File: config.mk
export PLATFORM = sky130hd
export DESIGN_NAME = vsync_field_period_calc_flat
export DESIGN_NICKNAME = d
export VERILOG_FILES = /design/src/rtl/core/vfpc_pkg.sv /design/src/rtl/core/vfpc_ifs.sv /design/src/rtl/core/vfpc_div.sv /design/src/rtl/core/vfpc_store.sv /design/src/rtl/core/vsync_field_period_calc.sv /design/src/flat_wrapper.sv
export SDC_FILE = /design/constraint.sdc
export NUM_CORES = 2
export LEC_CHECK = 0
export BUFFER_PORTS_ARGS = -buffer_cell sky130_fd_sc_hd__buf_2
export CORE_MARGIN = 2
export CORE_UTILIZATION = 42
export DETAILED_ROUTE_END_ITERATION = 16
export GPL_TIMING_DRIVEN = 0
export SYNTH_ARGS = -nofsm -noshare
export SYNTH_HDL_FRONTEND = slang
export SYNTH_SLANG_ARGS = --single-unit
File: constraint.sdc
create_clock -name clk -period 10.05 [get_ports clk]
set_input_delay 3.015 -clock clk [delete_from_list [all_inputs] [get_ports clk]]
set_output_delay 3.015 -clock clk [all_outputs]
set_load 0.02 [all_outputs]
File: src/rtl/core/vfpc_pkg.sv
// Shared constants, types and helpers for the vsync field period calculator.
package vfpc_pkg;

  localparam int NUM_CHANNELS = 4;
  localparam int CH_IDX_W     = (NUM_CHANNELS > 1) ? $clog2(NUM_CHANNELS) : 1;
  localparam int CH_W         = 3;

  localparam int CLK_W        = 25;
  localparam logic [CLK_W-1:0] CLOCK_HZ = CLK_W'(27000000);
  localparam int WORD_W       = 32;
  localparam int PROD_W       = CLK_W + WORD_W;
  localparam int DIV_CNT_W    = $clog2(PROD_W + 1);

  typedef enum logic [1:0] {
    STATUS_OK       = 2'd0,
    STATUS_BAD_CHAN = 2'd1,
    STATUS_ZERO_ARG = 2'd2
  } status_t;

  typedef enum logic {
    KIND_SET_SHIFT = 1'b0,
    KIND_SET_FIELD = 1'b1
  } kind_t;

  typedef enum logic [1:0] {
    ST_IDLE,
    ST_MUL,
    ST_DIV,
    ST_DONE
  } fsm_state_t;

  typedef struct packed {
    logic busy;
    logic done;
  } div_stat_t;

  typedef struct packed {
    logic                shift_we;
    logic                intl_we;
    logic [CH_IDX_W-1:0] idx;
    logic [WORD_W-1:0]   shift_val;
    logic                intl_val;
  } store_wr_t;

  function automatic logic chan_ok(input logic [CH_W-1:0] ch);
    return {1'b0, ch} < (CH_W + 1)'(NUM_CHANNELS);
  endfunction

endpackage

File: src/rtl/core/vfpc_ifs.sv
// Handshake channel interfaces: request, response and configuration write.
interface vfpc_req_if;
  import vfpc_pkg::*;
  logic                     valid;
  logic                     ready;
  logic                     kind;
  logic [CH_W-1:0]          channel;
  logic [WORD_W-1:0]        rate_residual;
  logic [WORD_W-1:0]        rate_divider;
  logic                     want_interlaced;
  logic signed [WORD_W-1:0] shift_delta;

  modport source (output valid, kind, channel, rate_residual, rate_divider,
                  want_interlaced, shift_delta, input ready);
  modport sink   (input valid, kind, channel, rate_residual, rate_divider,
                  want_interlaced, shift_delta, output ready);
endinterface

interface vfpc_rsp_if;
  import vfpc_pkg::*;
  logic              valid;
  logic              ready;
  logic [1:0]        status;
  logic [30:0]       field0_count;
  logic [WORD_W-1:0] field1_count;
  logic              periods_valid;
  logic              scan_mode_write;
  logic              scan_interlaced;

  modport source (output valid, status, field0_count, field1_count, periods_valid,
                  scan_mode_write, scan_interlaced, input ready);
  modport sink   (input valid, status, field0_count, field1_count, periods_valid,
                  scan_mode_write, scan_interlaced, output ready);
endinterface

interface vfpc_cfg_if;
  logic valid;
  logic ready;
  logic shift_disable;

  modport source (output valid, shift_disable, input ready);
  modport sink   (input valid, shift_disable, output ready);
endinterface

File: src/rtl/core/vfpc_div.sv
// Bit-serial restoring divider: one quotient bit per cycle, low word of quotient kept.
module vfpc_div (
  input  logic                          clk,
  input  logic                          rst,
  input  logic                          start,
  input  logic [vfpc_pkg::PROD_W-1:0]   dividend,
  input  logic [vfpc_pkg::WORD_W-1:0]   divisor,
  output vfpc_pkg::div_stat_t           stat,
  output logic [vfpc_pkg::WORD_W-1:0]   quotient
);
  import vfpc_pkg::*;

  logic                 busy;
  logic                 done;
  logic [DIV_CNT_W-1:0] cnt;
  logic [PROD_W-1:0]    dvd;
  logic [WORD_W-1:0]    rem;
  logic [WORD_W-1:0]    dsr;
  logic [WORD_W-1:0]    quo;

  logic [WORD_W:0]      rem_sh;
  logic [WORD_W+1:0]    diff;
  logic                 q_bit;

  // Remainder stays below the divisor, so the shifted value fits WORD_W+1 bits.
  always_comb begin
    rem_sh = {rem, dvd[PROD_W-1]};
    diff   = {1'b0, rem_sh} - {2'b00, dsr};
    q_bit  = ~diff[WORD_W+1];
  end

  always_ff @(posedge clk) begin
    if (rst) begin
      busy <= 1'b0;
      done <= 1'b0;
      cnt  <= '0;
    end else begin
      done <= 1'b0;
      if (start) begin
        busy <= 1'b1;
        cnt  <= DIV_CNT_W'(PROD_W);
      end else if (busy) begin
        cnt <= cnt - 1'b1;
        if (cnt == DIV_CNT_W'(1)) begin
          busy <= 1'b0;
          done <= 1'b1;
        end
      end
    end
  end

  always_ff @(posedge clk) begin
    if (start) begin
      dvd <= dividend;
      dsr <= divisor;
      rem <= '0;
      quo <= '0;
    end else if (busy) begin
      dvd <= {dvd[PROD_W-2:0], 1'b0};
      rem <= q_bit ? diff[WORD_W-1:0] : rem_sh[WORD_W-1:0];
      quo <= {quo[WORD_W-2:0], q_bit};
    end
  end

  assign stat.busy = busy;
  assign stat.done = done;
  assign quotient  = quo;

endmodule

File: src/rtl/core/vfpc_store.sv
// Per-channel phase shift and current scan type registers.
module vfpc_store (
  input  logic                            clk,
  input  logic                            rst,
  input  vfpc_pkg::store_wr_t             wr,
  input  logic [vfpc_pkg::CH_IDX_W-1:0]   rd_idx,
  output logic [vfpc_pkg::WORD_W-1:0]     shift_rd,
  output logic                            intl_rd
);
  import vfpc_pkg::*;

  logic [WORD_W-1:0]       phase_shift [NUM_CHANNELS];
  logic [NUM_CHANNELS-1:0] cur_interlaced;

  always_ff @(posedge clk) begin
    if (rst) begin
      for (int i = 0; i < NUM_CHANNELS; i++) begin
        phase_shift[i] <= '0;
      end
      cur_interlaced <= '1;
    end else begin
      if (wr.shift_we) begin
        phase_shift[wr.idx] <= wr.shift_val;
      end
      if (wr.intl_we) begin
        cur_interlaced[wr.idx] <= wr.intl_val;
      end
    end
  end

  assign shift_rd = phase_shift[rd_idx];
  assign intl_rd  = cur_interlaced[rd_idx];

endmodule

File: src/rtl/core/vsync_field_period_calc.sv
// Top level of the vsync field period calculator: sequencer, result register, config.
//
//   channel | role      | transaction carries
//   --------+-----------+----------------------------------------------------------
//   cfg     | sink      | shift_disable
//   req     | sink      | kind, channel, rate_residual, rate_divider,
//           |           | want_interlaced, shift_delta
//   rsp     | source    | status, field0_count, field1_count, periods_valid,
//           |           | scan_mode_write, scan_interlaced
//
// A set_shift transaction, a bad channel or a zero residual/divider goes from IDLE
// straight to DONE. A set_field goes through IDLE (latch), MUL (start the divider on
// the 25x32 constant product), DIV (the bit-serial divider, one quotient bit per cycle
// over the 57-bit product, until done) and DONE (result assembly). DONE loads the
// result and frees req once the response register is free.
// One request is in flight at a time; req.ready is high only while idle, and a
// result may sit in the response register while the next request is accepted.
// Reset (rst, synchronous) clears shift_disable, all phase shifts to zero and all
// scan types to interlaced. A stalled rsp holds the finished result in the sequencer.
module vsync_field_period_calc (
  input logic       clk,
  input logic       rst,
  vfpc_cfg_if.sink  cfg,
  vfpc_req_if.sink  req,
  vfpc_rsp_if.source rsp
);
  import vfpc_pkg::*;

  // Configuration register; always writable.
  logic shift_disable;

  assign cfg.ready = 1'b1;

  always_ff @(posedge clk) begin
    if (rst) begin
      shift_disable <= 1'b0;
    end else if (cfg.valid) begin
      shift_disable <= cfg.shift_disable;
    end
  end

  // Sequencer state and latched request.
  fsm_state_t state;
  fsm_state_t state_next;

  logic              in_kind;
  logic [CH_W-1:0]   in_ch;
  logic [WORD_W-1:0] in_res;
  logic [WORD_W-1:0] in_div;
  logic              in_want;
  logic [WORD_W-1:0] in_delta;

  logic accept;
  logic div_start;
  logic load;
  logic req_needs_div;

  div_stat_t         div_stat;
  logic [WORD_W-1:0] quotient;
  logic [PROD_W-1:0] product;

  // Response register.
  logic              out_valid;
  status_t           out_status;
  logic [30:0]       out_f0;
  logic [WORD_W-1:0] out_f1;
  logic              out_pv;
  logic              out_mw;
  logic              out_intl;

  // Result assembly from the latched request.
  logic              ch_good;
  logic              args_zero;
  logic              periods_ok;
  status_t           res_status;
  logic [WORD_W-1:0] shift_rd;
  logic              intl_rd;
  logic [WORD_W-1:0] total;
  logic [30:0]       f0;
  logic [WORD_W-1:0] f1;
  store_wr_t         store_wr;

  // Route a request to the divider only when it can produce periods.
  assign req_needs_div = (req.kind == KIND_SET_FIELD) && chan_ok(req.channel) &&
                         (req.rate_residual != '0) && (req.rate_divider != '0);

  always_comb begin
    state_next = state;
    unique case (state)
      ST_IDLE: begin
        if (req.valid) begin
          state_next = req_needs_div ? ST_MUL : ST_DONE;
        end
      end
      ST_MUL:  state_next = ST_DIV;
      ST_DIV: begin
        if (div_stat.done) begin
          state_next = ST_DONE;
        end
      end
      ST_DONE: begin
        if (!out_valid || rsp.ready) begin
          state_next = ST_IDLE;
        end
      end
      default: state_next = ST_IDLE;
    endcase
  end

  always_comb begin
    accept    = 1'b0;
    div_start = 1'b0;
    load      = 1'b0;
    unique case (state)
      ST_IDLE: accept    = req.valid;
      ST_MUL:  div_start = 1'b1;
      ST_DIV:  ;
      ST_DONE: load      = !out_valid || rsp.ready;
      default: ;
    endcase
  end

  assign req.ready = (state == ST_IDLE);

  always_ff @(posedge clk) begin
    if (rst) begin
      state <= ST_IDLE;
    end else begin
      state <= state_next;
    end
  end

  // Hold the request payload for the whole computation.
  always_ff @(posedge clk) begin
    if (accept) begin
      in_kind  <= req.kind;
      in_ch    <= req.channel;
      in_res   <= req.rate_residual;
      in_div   <= req.rate_divider;
      in_want  <= req.want_interlaced;
      in_delta <= req.shift_delta;
    end
  end

  // Clock product; the divider registers it on start.
  assign product = PROD_W'(CLOCK_HZ) * PROD_W'(in_div);

  vfpc_div u_div (
    .clk      (clk),
    .rst      (rst),
    .start    (div_start),
    .dividend (product),
    .divisor  (in_res),
    .stat     (div_stat),
    .quotient (quotient)
  );

  vfpc_store u_store (
    .clk      (clk),
    .rst      (rst),
    .wr       (store_wr),
    .rd_idx   (in_ch[CH_IDX_W-1:0]),
    .shift_rd (shift_rd),
    .intl_rd  (intl_rd)
  );

  always_comb begin
    ch_good    = chan_ok(in_ch);
    args_zero  = (in_res == '0) || (in_div == '0);
    periods_ok = ch_good && (in_kind == KIND_SET_FIELD) && !args_zero;

    priority if (!ch_good) begin
      res_status = STATUS_BAD_CHAN;
    end else if ((in_kind == KIND_SET_FIELD) && args_zero) begin
      res_status = STATUS_ZERO_ARG;
    end else begin
      res_status = STATUS_OK;
    end

    // Quotient is already truncated to the low word; add the shift modulo 2^32.
    total = quotient + shift_rd;
    f0    = total[WORD_W-1:1];
    f1    = total - {1'b0, f0};

    store_wr.idx       = in_ch[CH_IDX_W-1:0];
    store_wr.shift_we  = load && ch_good && (in_kind == KIND_SET_SHIFT);
    store_wr.shift_val = shift_disable ? '0 : in_delta;
    store_wr.intl_we   = load && periods_ok;
    store_wr.intl_val  = in_want;
  end

  // Load the response register; drop valid once taken with nothing new behind it.
  always_ff @(posedge clk) begin
    if (rst) begin
      out_valid <= 1'b0;
    end else if (load) begin
      out_valid <= 1'b1;
    end else if (rsp.ready) begin
      out_valid <= 1'b0;
    end
  end

  always_ff @(posedge clk) begin
    if (load) begin
      out_status <= res_status;
      out_f0     <= periods_ok ? f0 : '0;
      out_f1     <= periods_ok ? f1 : '0;
      out_pv     <= periods_ok;
      out_mw     <= periods_ok && (in_want != intl_rd);
      out_intl   <= periods_ok && in_want;
    end
  end

  assign rsp.valid           = out_valid;
  assign rsp.status          = out_status;
  assign rsp.field0_count    = out_f0;
  assign rsp.field1_count    = out_f1;
  assign rsp.periods_valid   = out_pv;
  assign rsp.scan_mode_write = out_mw;
  assign rsp.scan_interlaced = out_intl;

endmodule

File: src/flat_wrapper.sv
// flat-port wrapper written by rule: the top's interface ports become plain ports
module vsync_field_period_calc_flat import vfpc_pkg::*;
  (clk, rst, cfg_valid, cfg_shift_disable, cfg_ready, req_valid, req_kind, req_channel, req_rate_residual, req_rate_divider, req_want_interlaced, req_shift_delta, req_ready, rsp_valid, rsp_status, rsp_field0_count, rsp_field1_count, rsp_periods_valid, rsp_scan_mode_write, rsp_scan_interlaced, rsp_ready);
  vfpc_cfg_if cfg_i ();
  vfpc_req_if req_i ();
  vfpc_rsp_if rsp_i ();
  input logic clk;
  input logic rst;
  input wire logic [$bits(cfg_i.valid)-1:0] cfg_valid;
  input wire logic [$bits(cfg_i.shift_disable)-1:0] cfg_shift_disable;
  output wire logic [$bits(cfg_i.ready)-1:0] cfg_ready;
  input wire logic [$bits(req_i.valid)-1:0] req_valid;
  input wire logic [$bits(req_i.kind)-1:0] req_kind;
  input wire logic [$bits(req_i.channel)-1:0] req_channel;
  input wire logic [$bits(req_i.rate_residual)-1:0] req_rate_residual;
  input wire logic [$bits(req_i.rate_divider)-1:0] req_rate_divider;
  input wire logic [$bits(req_i.want_interlaced)-1:0] req_want_interlaced;
  input wire logic [$bits(req_i.shift_delta)-1:0] req_shift_delta;
  output wire logic [$bits(req_i.ready)-1:0] req_ready;
  output wire logic [$bits(rsp_i.valid)-1:0] rsp_valid;
  output wire logic [$bits(rsp_i.status)-1:0] rsp_status;
  output wire logic [$bits(rsp_i.field0_count)-1:0] rsp_field0_count;
  output wire logic [$bits(rsp_i.field1_count)-1:0] rsp_field1_count;
  output wire logic [$bits(rsp_i.periods_valid)-1:0] rsp_periods_valid;
  output wire logic [$bits(rsp_i.scan_mode_write)-1:0] rsp_scan_mode_write;
  output wire logic [$bits(rsp_i.scan_interlaced)-1:0] rsp_scan_interlaced;
  input wire logic [$bits(rsp_i.ready)-1:0] rsp_ready;
  assign cfg_i.valid = cfg_valid;
  assign cfg_i.shift_disable = cfg_shift_disable;
  assign cfg_ready = cfg_i.ready;
  assign req_i.valid = req_valid;
  assign req_i.kind = req_kind;
  assign req_i.channel = req_channel;
  assign req_i.rate_residual = req_rate_residual;
  assign req_i.rate_divider = req_rate_divider;
  assign req_i.want_interlaced = req_want_interlaced;
  assign req_i.shift_delta = req_shift_delta;
  assign req_ready = req_i.ready;
  assign rsp_valid = rsp_i.valid;
  assign rsp_status = rsp_i.status;
  assign rsp_field0_count = rsp_i.field0_count;
  assign rsp_field1_count = rsp_i.field1_count;
  assign rsp_periods_valid = rsp_i.periods_valid;
  assign rsp_scan_mode_write = rsp_i.scan_mode_write;
  assign rsp_scan_interlaced = rsp_i.scan_interlaced;
  assign rsp_i.ready = rsp_ready;
  vsync_field_period_calc u_core (.clk(clk), .rst(rst), .cfg(cfg_i), .req(req_i), .rsp(rsp_i));
endmodule
==> summary.md <==
| Metric | Value |
|---|---|
| Adder and majority gate portion of the synthesized area | between 20% and 30% |
| Simple-Gate Fraction of Synth Area | a little under a tenth |
| Ys async rst share | 0% |
| Post-CTS sizing | 0 |
| Hold Crit Class | reg2reg |
| Root Driver | clkbuf_16 |
| CP Max Fanout | 10 |
| Min cycle time layout | 7271 ps |
| Final instance area | ~40,000 um2 |
| Die Span Y | 295.5 um |
| End of the critical path | u_core.rsp.field1_count[31] |
| # IOs | between 150 and 200 |
| CP max stage cell | buf_1 |
| CP Cell Sequence | clkbuf_1 -> buf_1 -> mux4_2 -> ha_1 -> fa_1 -> a21o_1 -> a21oi_1 -> nor2b_1 -> o211ai_1 -> nand2_1 -> a21o_1 -> a21oi_1 -> xor2_1 -> inv_1 -> ha_1 -> nand2_1 -> nor3_1 -> o311ai_1 -> a311oi_1 -> o21ai_1 -> o31ai_1 -> a311oi_1 -> xor2_1 -> nor2_1 |
| #FFs+latches synth | roughly 460 |
| Mapped Cells | 3,333 |
| Setup CP Type | reg2reg |
| Pin count of the biggest net entering global routing | 53 |
| Setup violations, final | 0 |
| Fin. max-slew vios | 0 |
| Worst setup SP type | register |
| Final Hold Fails | 0 |
| Via count | about 24,000 |
| Multi-input gate area | 19,980 um2 |
| CP top delay family | compound AO/OA/AOI/OAI gates |
| Die width | 295.5 um |
| Vias in the first global route | 24,750 |
| EDFF count, synth | 380 |
| DRC viols | 0 |
| DIE AREA | slightly below 90,000 um2 |
| CTS max path bufs | 3 |
| Post-route ant nets | 0 |
| Initial DRC count | 1,661 |
| Global-route wire length before repair | approximately 140,000 um |
| Largest family of logic cells by synthesized area | adder cells |
| Mapped cell area | 35,680 um2 |
| WP buf/inv | 3 |
| R2R cell count | 24 |
| Instance count on the critical path | 24 |
| TritonRoute pass-1 iters | 6 |
| Share of cells above drive strength 1 | between 10% and 20% |
| Nets | between 4,000 and 5,000 |
| Wire per inst | roughly 19 um |
| Setup bufs post-CTS | 0 |
| Initial antenna violation count | 4 |
| Area Overhead vs Synth | 12.29% |
| Setup slack, reg-to-reg | about 2800 ps |
| Relative slew slack | approximately a fifth |
| Slowest stage delay, CP | ~730 ps |
| Sequential cell area | 13,050 um2 |
| CP arrival | 7650 ps |
| Filler cells | just under 8,000 |
| Placed cell area | 38,210 um2 |
| Register area share after synthesis | between 30 and 40% |
| Least-Margin Pin Slew | between 1000 and 1500 ps |
| Synth Warn # | 0 |
| Number of port buffers | between 150 and 200 |
| Fin crit share | 72.35% |
| Gr ovfl total | 0 |
| CTS clk-pin slew, worst paths | ~60 ps |
| R2r endpoint | u_core.rsp.field1_count[31] |
| Clk_skew | about 50 ps |
| Row count | approximately 110 |
| Synth Area in Compound Gates | a little over a tenth |
| Total clock sinks | approximately 460 |
| CP Data Required Time | 10,430 ps |
| Synth cell types | 84 |
| Synth top area share | between 30% and 40% |
| Starting Density | 42.57% |
| Unrepaired setup endpoints after global routing | false |
| Placer congestion estimate | ~0.91 |
| WL final | roughly 90,000 um |
| Max_cap viols | 0 |
| Post-synthesis net count | ~4,000 |
| Outcome | finished, final reports clean |
| Clock latency on the worst-skew pair | 670 ps |
| Top post-synthesis cells by area | edfxtp_1 (32%), fa_1 (16%), ha_1 (11%) |
| FMAX | approximately 140 MHz |
| Biggest area consumer among synthesized cells | edfxtp_1 |
| # H-tree levels | 2 |
| Via/cell ratio | ~5.1 |
| Top FF cell, synth | edfxtp_1 |
| Syn_area_per_cell | about 11 um2 |
| Cts bufs inserted | 53 |
| Cts hold-fix bufs | 0 |
| Core area | between 80,000 and 90,000 um2 |
| Detail Placement HPWL | between 70,000 and 80,000 um |
| CTS tree | built |
| GRT Overall Usage | between 20% and 30% |
| Post-Synth XOR/XNOR Area | 3.952% |
| Worst setup EP type | register |
| Mux cell area share after synthesis | under 10% |
state kept, by name (all words and copies together), names as in the netlist, 2 cells and up, named ones only:
signal	count
u_core.in_div	32
u_core.u_div.dsr	32
u_core.u_div.quotient	32
u_core.in_ch	3
u_core.u_div.cnt	6
u_core.rsp.field1_count	32
u_core.rsp.field0_count	31
u_core.u_div.dvd	51
u_core.rsp.status	2
u_core.u_store.cur_interlaced	4
u_core.state	2
u_core.u_store.phase_shift	128
u_core.in_delta	32
u_core.in_res	32
u_core.u_div.rem	32
cell usage after synthesis (6+ instances only):
master     instances
a21o_1            84
nand4_1           25
o311ai_0           7
mux2_2            38
nor2b_1           28
a211oi_1          27
nand2b_1          27
xnor2_1           92
a211o_1            9
a21boi_0           6
nor3b_1            7
nor3_1            35
o211a_1           12
dfxtp_1           82
edfxtp_1         380
and3_1            17
o2111ai_1          9
nor2_1           303
inv_1            604
buf_1             13
or2_2              7
mux4_2            33
nor4_1            32
o31ai_1            8
nand2_1          175
xor2_1            69
nand3_1           28
and2_1             9
a31oi_1           15
a221oi_1           8
o21a_1            18
clkbuf_1          74
o211ai_1          20
a21oi_1          160
o21ai_0           86
fa_1             292
o21bai_1          22
o21ai_1           11
or3_1              8
buf_6              8
ha_1             321
mux2i_1           44
final cells by class:
type	count	share of cell area [%]
antenna	1	0.006246
buffer	98	1.084
multi-input combinational	2167	49.87
timing repair buffer	184	2.617
clock buffer	61	3.385
tap	1134	3.541
sequential	462	32.58
clock inverter	39	1.237
inverter	606	5.684
per-layer routing:
metal / global-route usage [%] / wire (um) / share of wire, % / vias up
li1: - / - / - / 11790
met1: 30.55 / 42870 / 48 / 11910
met5: 0 / 13 / 0.015 / -
met4: 5.212 / 1775 / 2.0 / 2
met2: 32.66 / 39660 / 45 / 529
met3: 2.481 / 4080 / 4.6 / 112
cell families (layout without fill, tap and decap cells):
group	Yosys count	count (layout)
other	1	2
DFF	462	462
and+or+nand+nor	721	721
AOI/OAI and AO/OA	556	556
buffers and inverters	704	988
xor gates and xnor gates	161	161
adders and majority gates	613	613
muxes	115	115
how the worst min path moves through the flow:
stage                      start                   end  depth (start not counted)  slack [ps]
3_5_place_dp    u_core.in_res[7]   u_core.u_div.dsr[7]                          0         440
5_1_grt         u_core.in_res[0]   u_core.u_div.dsr[0]                          0         470
4_1_cts        u_core.in_res[19]  u_core.u_div.dsr[19]                          0         450
3_3_place_gp    u_core.in_res[0]   u_core.u_div.dsr[0]                          0         440
2_1_floorplan  u_core.in_res[16]  u_core.u_div.dsr[16]                          0         430
6_report       u_core.in_res[19]  u_core.u_div.dsr[19]                          0         450
metrics by stage:
stage	hold WS, ps	cells	setup TNS [ps]	worst slack (ps)	utilization, %
after floorplan	426.8	3333	0	448.8	-
after global placement	438.0	4643	-531080	-3407	45.31
after detailed placement	436.4	4651	0	2698	45.59
after CTS	452.9	4751	0	2717	47.80
after global routing	468.1	4751	0	2259	47.80
final	451.8	4752	0	2779	47.80
placed cells by master (no fill, tap or decap), types with 27 or more instances in the layout:
cell type and count:
a21oi_1 160, clkbuf_1 82, nand2_1 175, nor2_1 303
nor3_1 34, buf_2 179, a21o_1 84, nand2b_1 27
clkbuf_16 53, dfxtp_1 82, nor2b_1 27, ha_1 320
edfxtp_1 380, xor2_1 69, inv_1 603, o21ai_0 82
mux4_2 33, a211oi_1 27, xnor2_1 92, mux2i_1 44
nor4_1 32, fa_1 292, mux2_2 38, nand3_1 28
Power is left out: the tool's default activity adds up to more than one toggle a clock period on the data nets, which glitch-free logic cannot reach.
